**config.mk**
```make
export PLATFORM = sky130hd
export DESIGN_NAME = note_voice_allocator_core
export DESIGN_NICKNAME = d
export VERILOG_FILES = /design/src/rtl/core/nva_pkg.sv /design/src/rtl/core/nva_ctrl.sv /design/src/rtl/core/nva_dp.sv /design/src/rtl/core/note_voice_allocator_core.sv
export SDC_FILE = /design/constraint.sdc
export NUM_CORES = 1
export LEC_CHECK = 0
export BUFFER_PORTS_ARGS = -buffer_cell sky130_fd_sc_hd__buf_4
export CORE_MARGIN = 3
export CORE_UTILIZATION = 30
export CTS_CLUSTER_SIZE = 10
export DETAILED_ROUTE_END_ITERATION = 8
export GPL_TIMING_DRIVEN = 0
export PLACE_DENSITY = 0.5
export REMOVE_ABC_BUFFERS = 1
export SYNTH_ARGS = -nofsm -noshare
export SYNTH_HDL_FRONTEND = slang
export SYNTH_SLANG_ARGS = --single-unit
```
**constraint.sdc**
```tcl
create_clock -name i_clk -period 6.1 [get_ports i_clk]
set_input_delay 0.61 -clock i_clk [delete_from_list [all_inputs] [get_ports i_clk]]
set_output_delay 0.61 -clock i_clk [all_outputs]
set_load 0.005 [all_outputs]
```
**src/rtl/core/nva_pkg.sv**
```systemverilog
// Shared types and constants for the note voice allocator.
package nva_pkg;

    localparam int NUM_INSTANCES_DEF = 16;
    localparam int MASK_W            = 16;
    localparam int CHANNEL_W         = 4;
    localparam int NOTE_W            = 7;
    localparam int STATUS_W          = 3;
    localparam int INDEX_W           = 4;
    localparam int RATING_W          = 3;
    localparam int RATE_NUM          = 6;

    localparam logic CMD_NOTE_ON  = 1'b0;
    localparam logic CMD_NOTE_OFF = 1'b1;

    // Instance ratings, lower wins.
    localparam logic [RATING_W-1:0] RATE_SAME_NOTE     = 3'd0;
    localparam logic [RATING_W-1:0] RATE_SAME_IDLE     = 3'd1;
    localparam logic [RATING_W-1:0] RATE_INVALID       = 3'd2;
    localparam logic [RATING_W-1:0] RATE_OTHER_IDLE    = 3'd3;
    localparam logic [RATING_W-1:0] RATE_SAME_PLAYING  = 3'd4;
    localparam logic [RATING_W-1:0] RATE_OTHER_PLAYING = 3'd5;

    typedef enum logic [STATUS_W-1:0] {
        ST_REUSED    = 3'd0,
        ST_FRESH     = 3'd1,
        ST_STOLEN    = 3'd2,
        ST_NOPROG    = 3'd3,
        ST_RELEASED  = 3'd4,
        ST_NOTFOUND  = 3'd5,
        ST_FOUNDNOPG = 3'd6
    } t_status;

    typedef enum logic {
        S_IDLE,
        S_RESOLVE
    } t_state;

    // Controller to datapath commands.
    typedef struct packed {
        logic capture;  // register request and per-instance ratings
        logic commit;   // update table, load result register
    } t_cmd;

endpackage

```
**src/rtl/core/nva_ctrl.sv**
```systemverilog
// Sequencing controller: request intake, resolve step, result handshake.
module nva_ctrl (
    input  logic          i_clk,
    input  logic          i_rst_n,
    input  logic          i_in_valid,
    output logic          o_in_stall,
    output logic          o_out_valid,
    input  logic          i_out_stall,
    output nva_pkg::t_cmd o_cmd
);

    nva_pkg::t_state r_state, n_state;
    logic            r_out_valid, n_out_valid;
    logic            out_free;

    always_ff @(posedge i_clk) begin
        if (!i_rst_n) begin
            r_state     <= nva_pkg::S_IDLE;
            r_out_valid <= 1'b0;
        end else begin
            r_state     <= n_state;
            r_out_valid <= n_out_valid;
        end
    end

    always_comb begin
        n_state        = r_state;
        o_cmd          = '0;
        o_in_stall     = 1'b1;
        out_free       = !r_out_valid || !i_out_stall;
        case (r_state)
            nva_pkg::S_IDLE: begin
                o_in_stall = 1'b0;
                if (i_in_valid) begin
                    o_cmd.capture = 1'b1;
                    n_state       = nva_pkg::S_RESOLVE;
                end
            end
            nva_pkg::S_RESOLVE: begin
                // hold until the result register can take the new result
                if (out_free) begin
                    o_cmd.commit = 1'b1;
                    n_state      = nva_pkg::S_IDLE;
                end
            end
            default: n_state = nva_pkg::S_IDLE;
        endcase
        n_out_valid = o_cmd.commit || (r_out_valid && i_out_stall);
    end

    assign o_out_valid = r_out_valid;

    a_accept_resolve: assert property (@(posedge i_clk) disable iff (!i_rst_n)
        (i_in_valid && !o_in_stall) |=> (r_state == nva_pkg::S_RESOLVE))
        else $error("accepted request did not enter resolve");

    a_no_overwrite: assert property (@(posedge i_clk) disable iff (!i_rst_n)
        o_cmd.commit |-> !(r_out_valid && i_out_stall))
        else $error("commit over a held result");

    a_valid_from_commit: assert property (@(posedge i_clk) disable iff (!i_rst_n)
        $rose(r_out_valid) |-> $past(o_cmd.commit))
        else $error("result valid without commit");

endmodule

```
**src/rtl/core/nva_dp.sv**
```systemverilog
// Datapath: instance table, rating compare, min select and result register.
module nva_dp #(
    parameter int NUM_INSTANCES = nva_pkg::NUM_INSTANCES_DEF
) (
    input  logic                          i_clk,
    input  logic                          i_rst_n,
    input  logic                          i_cfg_we,
    input  logic [nva_pkg::MASK_W-1:0]    i_cfg_wdata,
    input  nva_pkg::t_cmd                 i_cmd,
    input  logic                          i_command,
    input  logic [nva_pkg::CHANNEL_W-1:0] i_channel,
    input  logic [nva_pkg::NOTE_W-1:0]    i_note,
    output logic [nva_pkg::STATUS_W-1:0]  o_status,
    output logic [nva_pkg::INDEX_W-1:0]   o_instance_index,
    output logic [nva_pkg::RATING_W-1:0]  o_rating
);

    localparam int IDX_W = (NUM_INSTANCES > 1) ? $clog2(NUM_INSTANCES) : 1;

    logic [nva_pkg::MASK_W-1:0] r_prog_mask;

    // instance table
    logic [NUM_INSTANCES-1:0]          r_inst_valid;
    logic [NUM_INSTANCES-1:0]          r_inst_playing;
    logic [nva_pkg::CHANNEL_W-1:0]     r_inst_channel [NUM_INSTANCES];
    logic [nva_pkg::NOTE_W-1:0]        r_inst_note    [NUM_INSTANCES];

    // request stage
    logic                                           r_command;
    logic [nva_pkg::CHANNEL_W-1:0]                  r_channel;
    logic [nva_pkg::NOTE_W-1:0]                     r_note;
    logic                                           r_has_prog;
    logic [NUM_INSTANCES-1:0][nva_pkg::RATE_NUM-1:0] r_rat, n_rat;
    logic [NUM_INSTANCES-1:0]                       r_found, n_found;

    // result register
    logic [nva_pkg::STATUS_W-1:0] r_status, n_status;
    logic [nva_pkg::INDEX_W-1:0]  r_index, n_index;
    logic [nva_pkg::RATING_W-1:0] r_rating, n_rating;

    logic [nva_pkg::RATE_NUM-1:0] any_rate;
    logic [nva_pkg::RATING_W-1:0] best;
    logic [NUM_INSTANCES-1:0]     sel;
    logic [IDX_W-1:0]             win_idx, found_idx, res_idx;
    logic                         any_found;
    logic [IDX_W+nva_pkg::INDEX_W-1:0] idx_wide;
    logic                         do_alloc, do_release;

    // one-hot rating of every instance against the incoming request
    always_comb begin
        logic same_ch;
        logic same_nt;
        for (int i = 0; i < NUM_INSTANCES; i++) begin
            same_ch    = r_inst_channel[i] == i_channel;
            same_nt    = r_inst_note[i] == i_note;
            n_rat[i]   = '0;
            n_found[i] = r_inst_valid[i] && r_inst_playing[i] && same_ch && same_nt;
            if (!r_inst_valid[i])
                n_rat[i][nva_pkg::RATE_INVALID] = 1'b1;
            else if (same_ch && same_nt)
                n_rat[i][nva_pkg::RATE_SAME_NOTE] = 1'b1;
            else if (same_ch && r_inst_playing[i])
                n_rat[i][nva_pkg::RATE_SAME_PLAYING] = 1'b1;
            else if (same_ch)
                n_rat[i][nva_pkg::RATE_SAME_IDLE] = 1'b1;
            else if (r_inst_playing[i])
                n_rat[i][nva_pkg::RATE_OTHER_PLAYING] = 1'b1;
            else
                n_rat[i][nva_pkg::RATE_OTHER_IDLE] = 1'b1;
        end
    end

    // lowest rating present, then lowest index holding it
    always_comb begin
        any_rate = '0;
        for (int r = 0; r < nva_pkg::RATE_NUM; r++)
            for (int i = 0; i < NUM_INSTANCES; i++)
                any_rate[r] = any_rate[r] | r_rat[i][r];
        best = '0;
        for (int r = nva_pkg::RATE_NUM - 1; r >= 0; r--)
            if (any_rate[r]) best = nva_pkg::RATING_W'(r);
        for (int i = 0; i < NUM_INSTANCES; i++)
            sel[i] = r_rat[i][best];
        win_idx   = '0;
        found_idx = '0;
        for (int i = NUM_INSTANCES - 1; i >= 0; i--) begin
            if (sel[i])     win_idx   = IDX_W'(i);
            if (r_found[i]) found_idx = IDX_W'(i);
        end
        any_found = |r_found;
    end

    always_comb begin
        n_status   = nva_pkg::ST_NOPROG;
        n_rating   = '0;
        res_idx    = '0;
        do_alloc   = 1'b0;
        do_release = 1'b0;
        if (r_command == nva_pkg::CMD_NOTE_ON) begin
            if (r_has_prog) begin
                do_alloc = 1'b1;
                res_idx  = win_idx;
                n_rating = best;
                if (best inside {nva_pkg::RATE_SAME_NOTE, nva_pkg::RATE_SAME_IDLE,
                                 nva_pkg::RATE_SAME_PLAYING})
                    n_status = nva_pkg::ST_REUSED;
                else if (best == nva_pkg::RATE_OTHER_PLAYING)
                    n_status = nva_pkg::ST_STOLEN;
                else
                    n_status = nva_pkg::ST_FRESH;
            end
        end else if (!any_found) begin
            n_status = nva_pkg::ST_NOTFOUND;
        end else begin
            res_idx = found_idx;
            if (r_has_prog) begin
                n_status   = nva_pkg::ST_RELEASED;
                do_release = 1'b1;
            end else begin
                n_status = nva_pkg::ST_FOUNDNOPG;
            end
        end
        idx_wide = {{nva_pkg::INDEX_W{1'b0}}, res_idx};
        n_index  = idx_wide[nva_pkg::INDEX_W-1:0];
    end

    // control-side registers
    always_ff @(posedge i_clk) begin
        if (!i_rst_n) begin
            r_prog_mask    <= '0;
            r_inst_valid   <= '0;
            r_inst_playing <= '0;
        end else begin
            if (i_cfg_we) r_prog_mask <= i_cfg_wdata;
            if (i_cmd.commit && do_alloc) begin
                r_inst_valid[win_idx]   <= 1'b1;
                r_inst_playing[win_idx] <= 1'b1;
            end
            if (i_cmd.commit && do_release)
                r_inst_playing[found_idx] <= 1'b0;
        end
    end

    // payload registers
    always_ff @(posedge i_clk) begin
        if (i_cmd.commit && do_alloc) begin
            r_inst_channel[win_idx] <= r_channel;
            r_inst_note[win_idx]    <= r_note;
        end
        if (i_cmd.capture) begin
            r_command  <= i_command;
            r_channel  <= i_channel;
            r_note     <= i_note;
            r_has_prog <= r_prog_mask[i_channel];
            r_rat      <= n_rat;
            r_found    <= n_found;
        end
        if (i_cmd.commit) begin
            r_status <= n_status;
            r_index  <= n_index;
            r_rating <= n_rating;
        end
    end

    assign o_status         = r_status;
    assign o_instance_index = r_index;
    assign o_rating         = r_rating;

endmodule

```
**src/rtl/core/note_voice_allocator_core.sv**
```systemverilog
// Top level of the note voice allocator: controller plus datapath.
//
//  channel  | direction | handshake                     | payload
//  ---------+-----------+-------------------------------+-------------------------------
//  config   | in        | i_cfg_we                      | i_cfg_wdata (program mask)
//  request  | in        | i_in_valid / o_in_stall       | i_command, i_channel, i_note
//  result   | out       | o_out_valid / i_out_stall     | o_status, o_instance_index,
//           |           |                               | o_rating
//
// On accept, the request and a one-hot rating of every instance are registered;
// the resolve step then resolves the min select and priority encode, updates the
// instance table and loads the result register.
// The resolve step waits while a previous result is held by i_out_stall, so a
// new request is taken while one result still waits to be read.
// Reset (synchronous, i_rst_n low) clears the program mask, all valid and
// playing flags, the controller state and the result valid.
module note_voice_allocator_core #(
    parameter int NUM_INSTANCES = nva_pkg::NUM_INSTANCES_DEF
) (
    input  logic                          i_clk,
    input  logic                          i_rst_n,
    // program mask register
    input  logic                          i_cfg_we,
    input  logic [nva_pkg::MASK_W-1:0]    i_cfg_wdata,
    // note request
    input  logic                          i_in_valid,
    output logic                          o_in_stall,
    input  logic                          i_command,
    input  logic [nva_pkg::CHANNEL_W-1:0] i_channel,
    input  logic [nva_pkg::NOTE_W-1:0]    i_note,
    // allocation result
    output logic                          o_out_valid,
    input  logic                          i_out_stall,
    output logic [nva_pkg::STATUS_W-1:0]  o_status,
    output logic [nva_pkg::INDEX_W-1:0]   o_instance_index,
    output logic [nva_pkg::RATING_W-1:0]  o_rating
);

    nva_pkg::t_cmd cmd;

    // handshakes and sequencing
    nva_ctrl u_ctrl (
        .i_clk       (i_clk),
        .i_rst_n     (i_rst_n),
        .i_in_valid  (i_in_valid),
        .o_in_stall  (o_in_stall),
        .o_out_valid (o_out_valid),
        .i_out_stall (i_out_stall),
        .o_cmd       (cmd)
    );

    // instance table, rating and selection
    nva_dp #(
        .NUM_INSTANCES (NUM_INSTANCES)
    ) u_dp (
        .i_clk            (i_clk),
        .i_rst_n          (i_rst_n),
        .i_cfg_we         (i_cfg_we),
        .i_cfg_wdata      (i_cfg_wdata),
        .i_cmd            (cmd),
        .i_command        (i_command),
        .i_channel        (i_channel),
        .i_note           (i_note),
        .o_status         (o_status),
        .o_instance_index (o_instance_index),
        .o_rating         (o_rating)
    );

endmodule

```
==> out/summary.md <==
The run gives 0 as the final number of setup-violating endpoints. Prior to clock tree synthesis, the placed netlist has a worst setup slack of -0.185 ns. The x dimension of the die was 236 µm; the transition time of the tightest slew-check pin was 1.23 ns. The run gives 3 as the number of buffers on the longest clock path. The logs give 361 for the number of sinks handled by clock tree synthesis and 51700 µm² for the area of the core. Summing all non-filler instances in the final layout gives an area of 18200 µm².

The required time at the worst-slack endpoint came out at 6.25 ns. Once the floorplan was initialized, standard cells occupied 30.6% of the core. For this run, the detailed router's first-pass iteration total came to 6. Setup repair after global routing left no endpoint under its margin. The maximum level of the CTS H-tree was 2; the port buffer count was 44. Entering global routing, the biggest net connects 35 pins. The clock edge transition at the registers on the reported setup and hold paths was 0.05 ns; the warning count from the yosys run was 0.

For this run, design rule violations remaining after detail routing come to 0. For this block, the via count after detailed routing is 9862. The part of the Yosys area used for sequential elements came out at 65.4%. The final critical path takes up 95.3% of the cycle. In the layout the commonest cells are edfxtp_1, xor2_1, nor2_1. The floorplan has 83 rows.

The initial antenna violation count came out at 1. The arrival time of the worst setup path was 5.96 ns; the signed area change from the synthesized netlist to the final layout was 15.4%. The number of global-route vias before repair is 9667, and the via-per-instance ratio is 5.11. The instance count of the mapped netlist is 1169.

The number of cells traversed by the worst register-to-register path is 10, and the maximum fanout along the worst path is 11. The post-detailed-route wirelength per cell is 22.3 µm. The final layout contains routed wiring with a total length of 43.1 mm.

The number of flip-flops and latches in the synthesized netlist came out at 361. Summing all placed instances gives a cell area of 16900 µm². The first-iteration detailed-routing DRC count is 820. The run finished with clean final reports. The tools report the global placer's final weighted congestion as 0.894. At the later pin of the worst-skew pair, clock insertion delay measures 0.55 ns. The number of pins exceeding their max-slew limit in the final report was 0; the overall routing resource usage was 15.2%. The highest achievable clock rate is 172 MHz. The floorplan step set the die height to 236 µm. The tools report the clock root buffer as clkbuf_16.

The wire length of the first global-routing pass was 63.8 mm. The worst setup path is launched from a flop. Each instance of the synthesized netlist takes up on average 13.5 µm².

The tools report the hold violation total from the final report as 0. For this run, asynchronously set or reset flops after synthesis account for 0%. The area of the mapped netlist came out at 15800 µm².

Element type at the critical path end: a flop. The category of the critical setup timing path is reg2reg. Clock tree synthesis inserted a total of 43 buffers.

The worst register-to-register path has a setup slack of 0.29 ns. Post-synthesis cell type count: 80. The path class of the tightest hold or removal check is in2reg. Among all flip-flop cells after synthesis, the most frequent one is edfxtp_1. Across the routed clock network, the largest skew measured is 0.0182 ns.

The total congestion overflow is 0, and the number of nets in the layout is 1256. For the worst ir drop on vdd, the log shows 0.192 mV. Counting I/O delays and the setup requirement, the final critical path takes 5.81 ns.

The logs give 0.287 ns for the final setup slack of the worst path and 29.4 mm for the placed wire-length estimate after detailed placement. The run gives 0.00578 µW as the leakage power. TritonCTS built the clock tree. The die covers 55500 µm². Buffers added to address setup during post-CTS repair amount to 0. The number of enable flip-flop cells after synthesis is 311.

For the antenna violation net count after detailed routing, the log shows 0. The number of hold buffers added after CTS was 0. 0 antenna diodes ended up in the layout. During I/O placement, the number of pins put on the boundary was 45.

The number of cells on the worst hold path was 1; the areal power density over the cells was 298 nW/µm². The relative slew slack is 17.6%. The leading cell type in the layout, fill and taps excluded is edfxtp_1.

For the max-cap check violation count, the log shows 0. Cells with a size suffix above 1 make up 13.4% of the layout.
==> area by class of cell <==
type	instances	area (µm²)
Multi-Input combinational cell	724	5210
Clock buffer	68	1220
Inverter	44	165
Clock inverter	5	40.0
Sequential cell	361	10300
Tap cell	680	851
Timing Repair Buffer	49	422
Fill cell	5031	33500
==> flip-flops by register name, indices dropped and copies added (netlist names) <==
name                   count
u_dp.o_status              3
u_dp.o_rating              3
u_dp.r_has_prog            1
u_dp.r_found              16
u_dp.r_inst_note         112
u_dp.r_command             1
u_dp.r_channel             4
u_dp.r_note                7
u_dp.r_inst_channel       64
u_dp.r_inst_valid         16
u_dp.r_prog_mask          16
u_dp.r_inst_playing       16
u_dp.o_instance_index      4
u_dp.r_rat                96
u_ctrl.o_out_valid         1
u_ctrl.r_state             1
==> synth_stat cells (19+ instances only) <==
cell | count | area [µm²]
nor2_1 | 102 | 383
and2_1 | 19 | 119
dfxtp_1 | 50 | 1000
edfxtp_1 | 311 | 9340
a21oi_1 | 31 | 155
a31oi_1 | 22 | 138
nor4_1 | 52 | 325
nand2_1 | 35 | 131
xor2_1 | 128 | 1120
nand2b_1 | 20 | 125
nand4_1 | 21 | 131
xnor2_1 | 48 | 420
clkbuf_1 | 28 | 105
inv_1 | 43 | 161
nand3_1 | 25 | 125
==> worst paths after layout <==
kind,endpoint,startpoint
worst max register to register,u_dp.r_inst_note[1][0]$_DFFE_PP_,u_dp.r_rat[10]$_SDFFCE_PP0P_
worst max-delay path,u_dp.r_inst_note[1][0]$_DFFE_PP_,u_dp.r_rat[10]$_SDFFCE_PP0P_
worst min-delay path,u_dp.r_command$_DFFE_PP_,i_command
worst min register to register,u_dp.r_inst_valid[9]$_SDFFE_PN0P_,u_dp.r_inst_valid[9]$_SDFFE_PN0P_
==> timing repair <==
item	in CTS	in global routing
resized for setup	0	12
pin swaps	0	1
setup endpoints to repair	77	110
cloned	0	1
==> cell families (layout without fill, tap and decap cells) <==
logic type / Yosys count / after routing / synth area share, %
compound gates: 159 / 160 / 7.50
xor+xnor: 176 / 176 / 9.75
buf+inv: 85 / 166 / 2.20
flops: 361 / 361 / 65.4
mux: 24 / 24 / 1.92
simple gates: 364 / 364 / 13.2
==> layer usage <==
layer | part of all wire [%] | track usage, % | vias up
met5 | 0 | 0 | -
met1 | 47 | 21.6 | 4936
met2 | 45 | 23.7 | 321
met4 | 3.4 | 5.38 | 0
met3 | 4.8 | 2.20 | 84
li1 | - | - | 4521
==> metrics by stage <==
stage | total power [µW] | std cells | setup TNS, ns | util (%) | hold WS [ns]
floorplan | 2980 | 1128 | -69.42 | - | 0.450
global placement | 3150 | 1852 | -458.26 | 32.5 | 0.463
finish | 5430 | 1931 | 0 | 35.3 | 0.239
global route | 5620 | 1931 | 0 | 35.3 | 0.229
CTS | 5490 | 1930 | -8.85 | 35.2 | 0.217
detailed placement | 3140 | 1857 | -8.65 | 32.7 | 0.470
==> critical path, cell delays in order (launching register included) <==
cell and delay [ns]:
edfxtp_1 0.41, nor4_1 0.77, nand4_1 0.50, o41ai_4 0.96, nand3_1 0.22, a31oi_1 0.29, nor2_1 0.06, o311ai_1 0.40
a31oi_1 0.25, o21ai_1 0.99, nor2_1 0.56
==> where the power goes <==
| group | switching [µW] | leakage [µW] | internal (µW) | total (µW) |
|---|---|---|---|---|
| Sequential | 69.6 | 0.00327 | 2740 | 2810 |
| Combinational | 179 | 0.00190 | 99.1 | 278 |
| Clock | 977 | 0.000612 | 1370 | 2340 |
No activity file was read; power rests on OpenSTA's default activity.
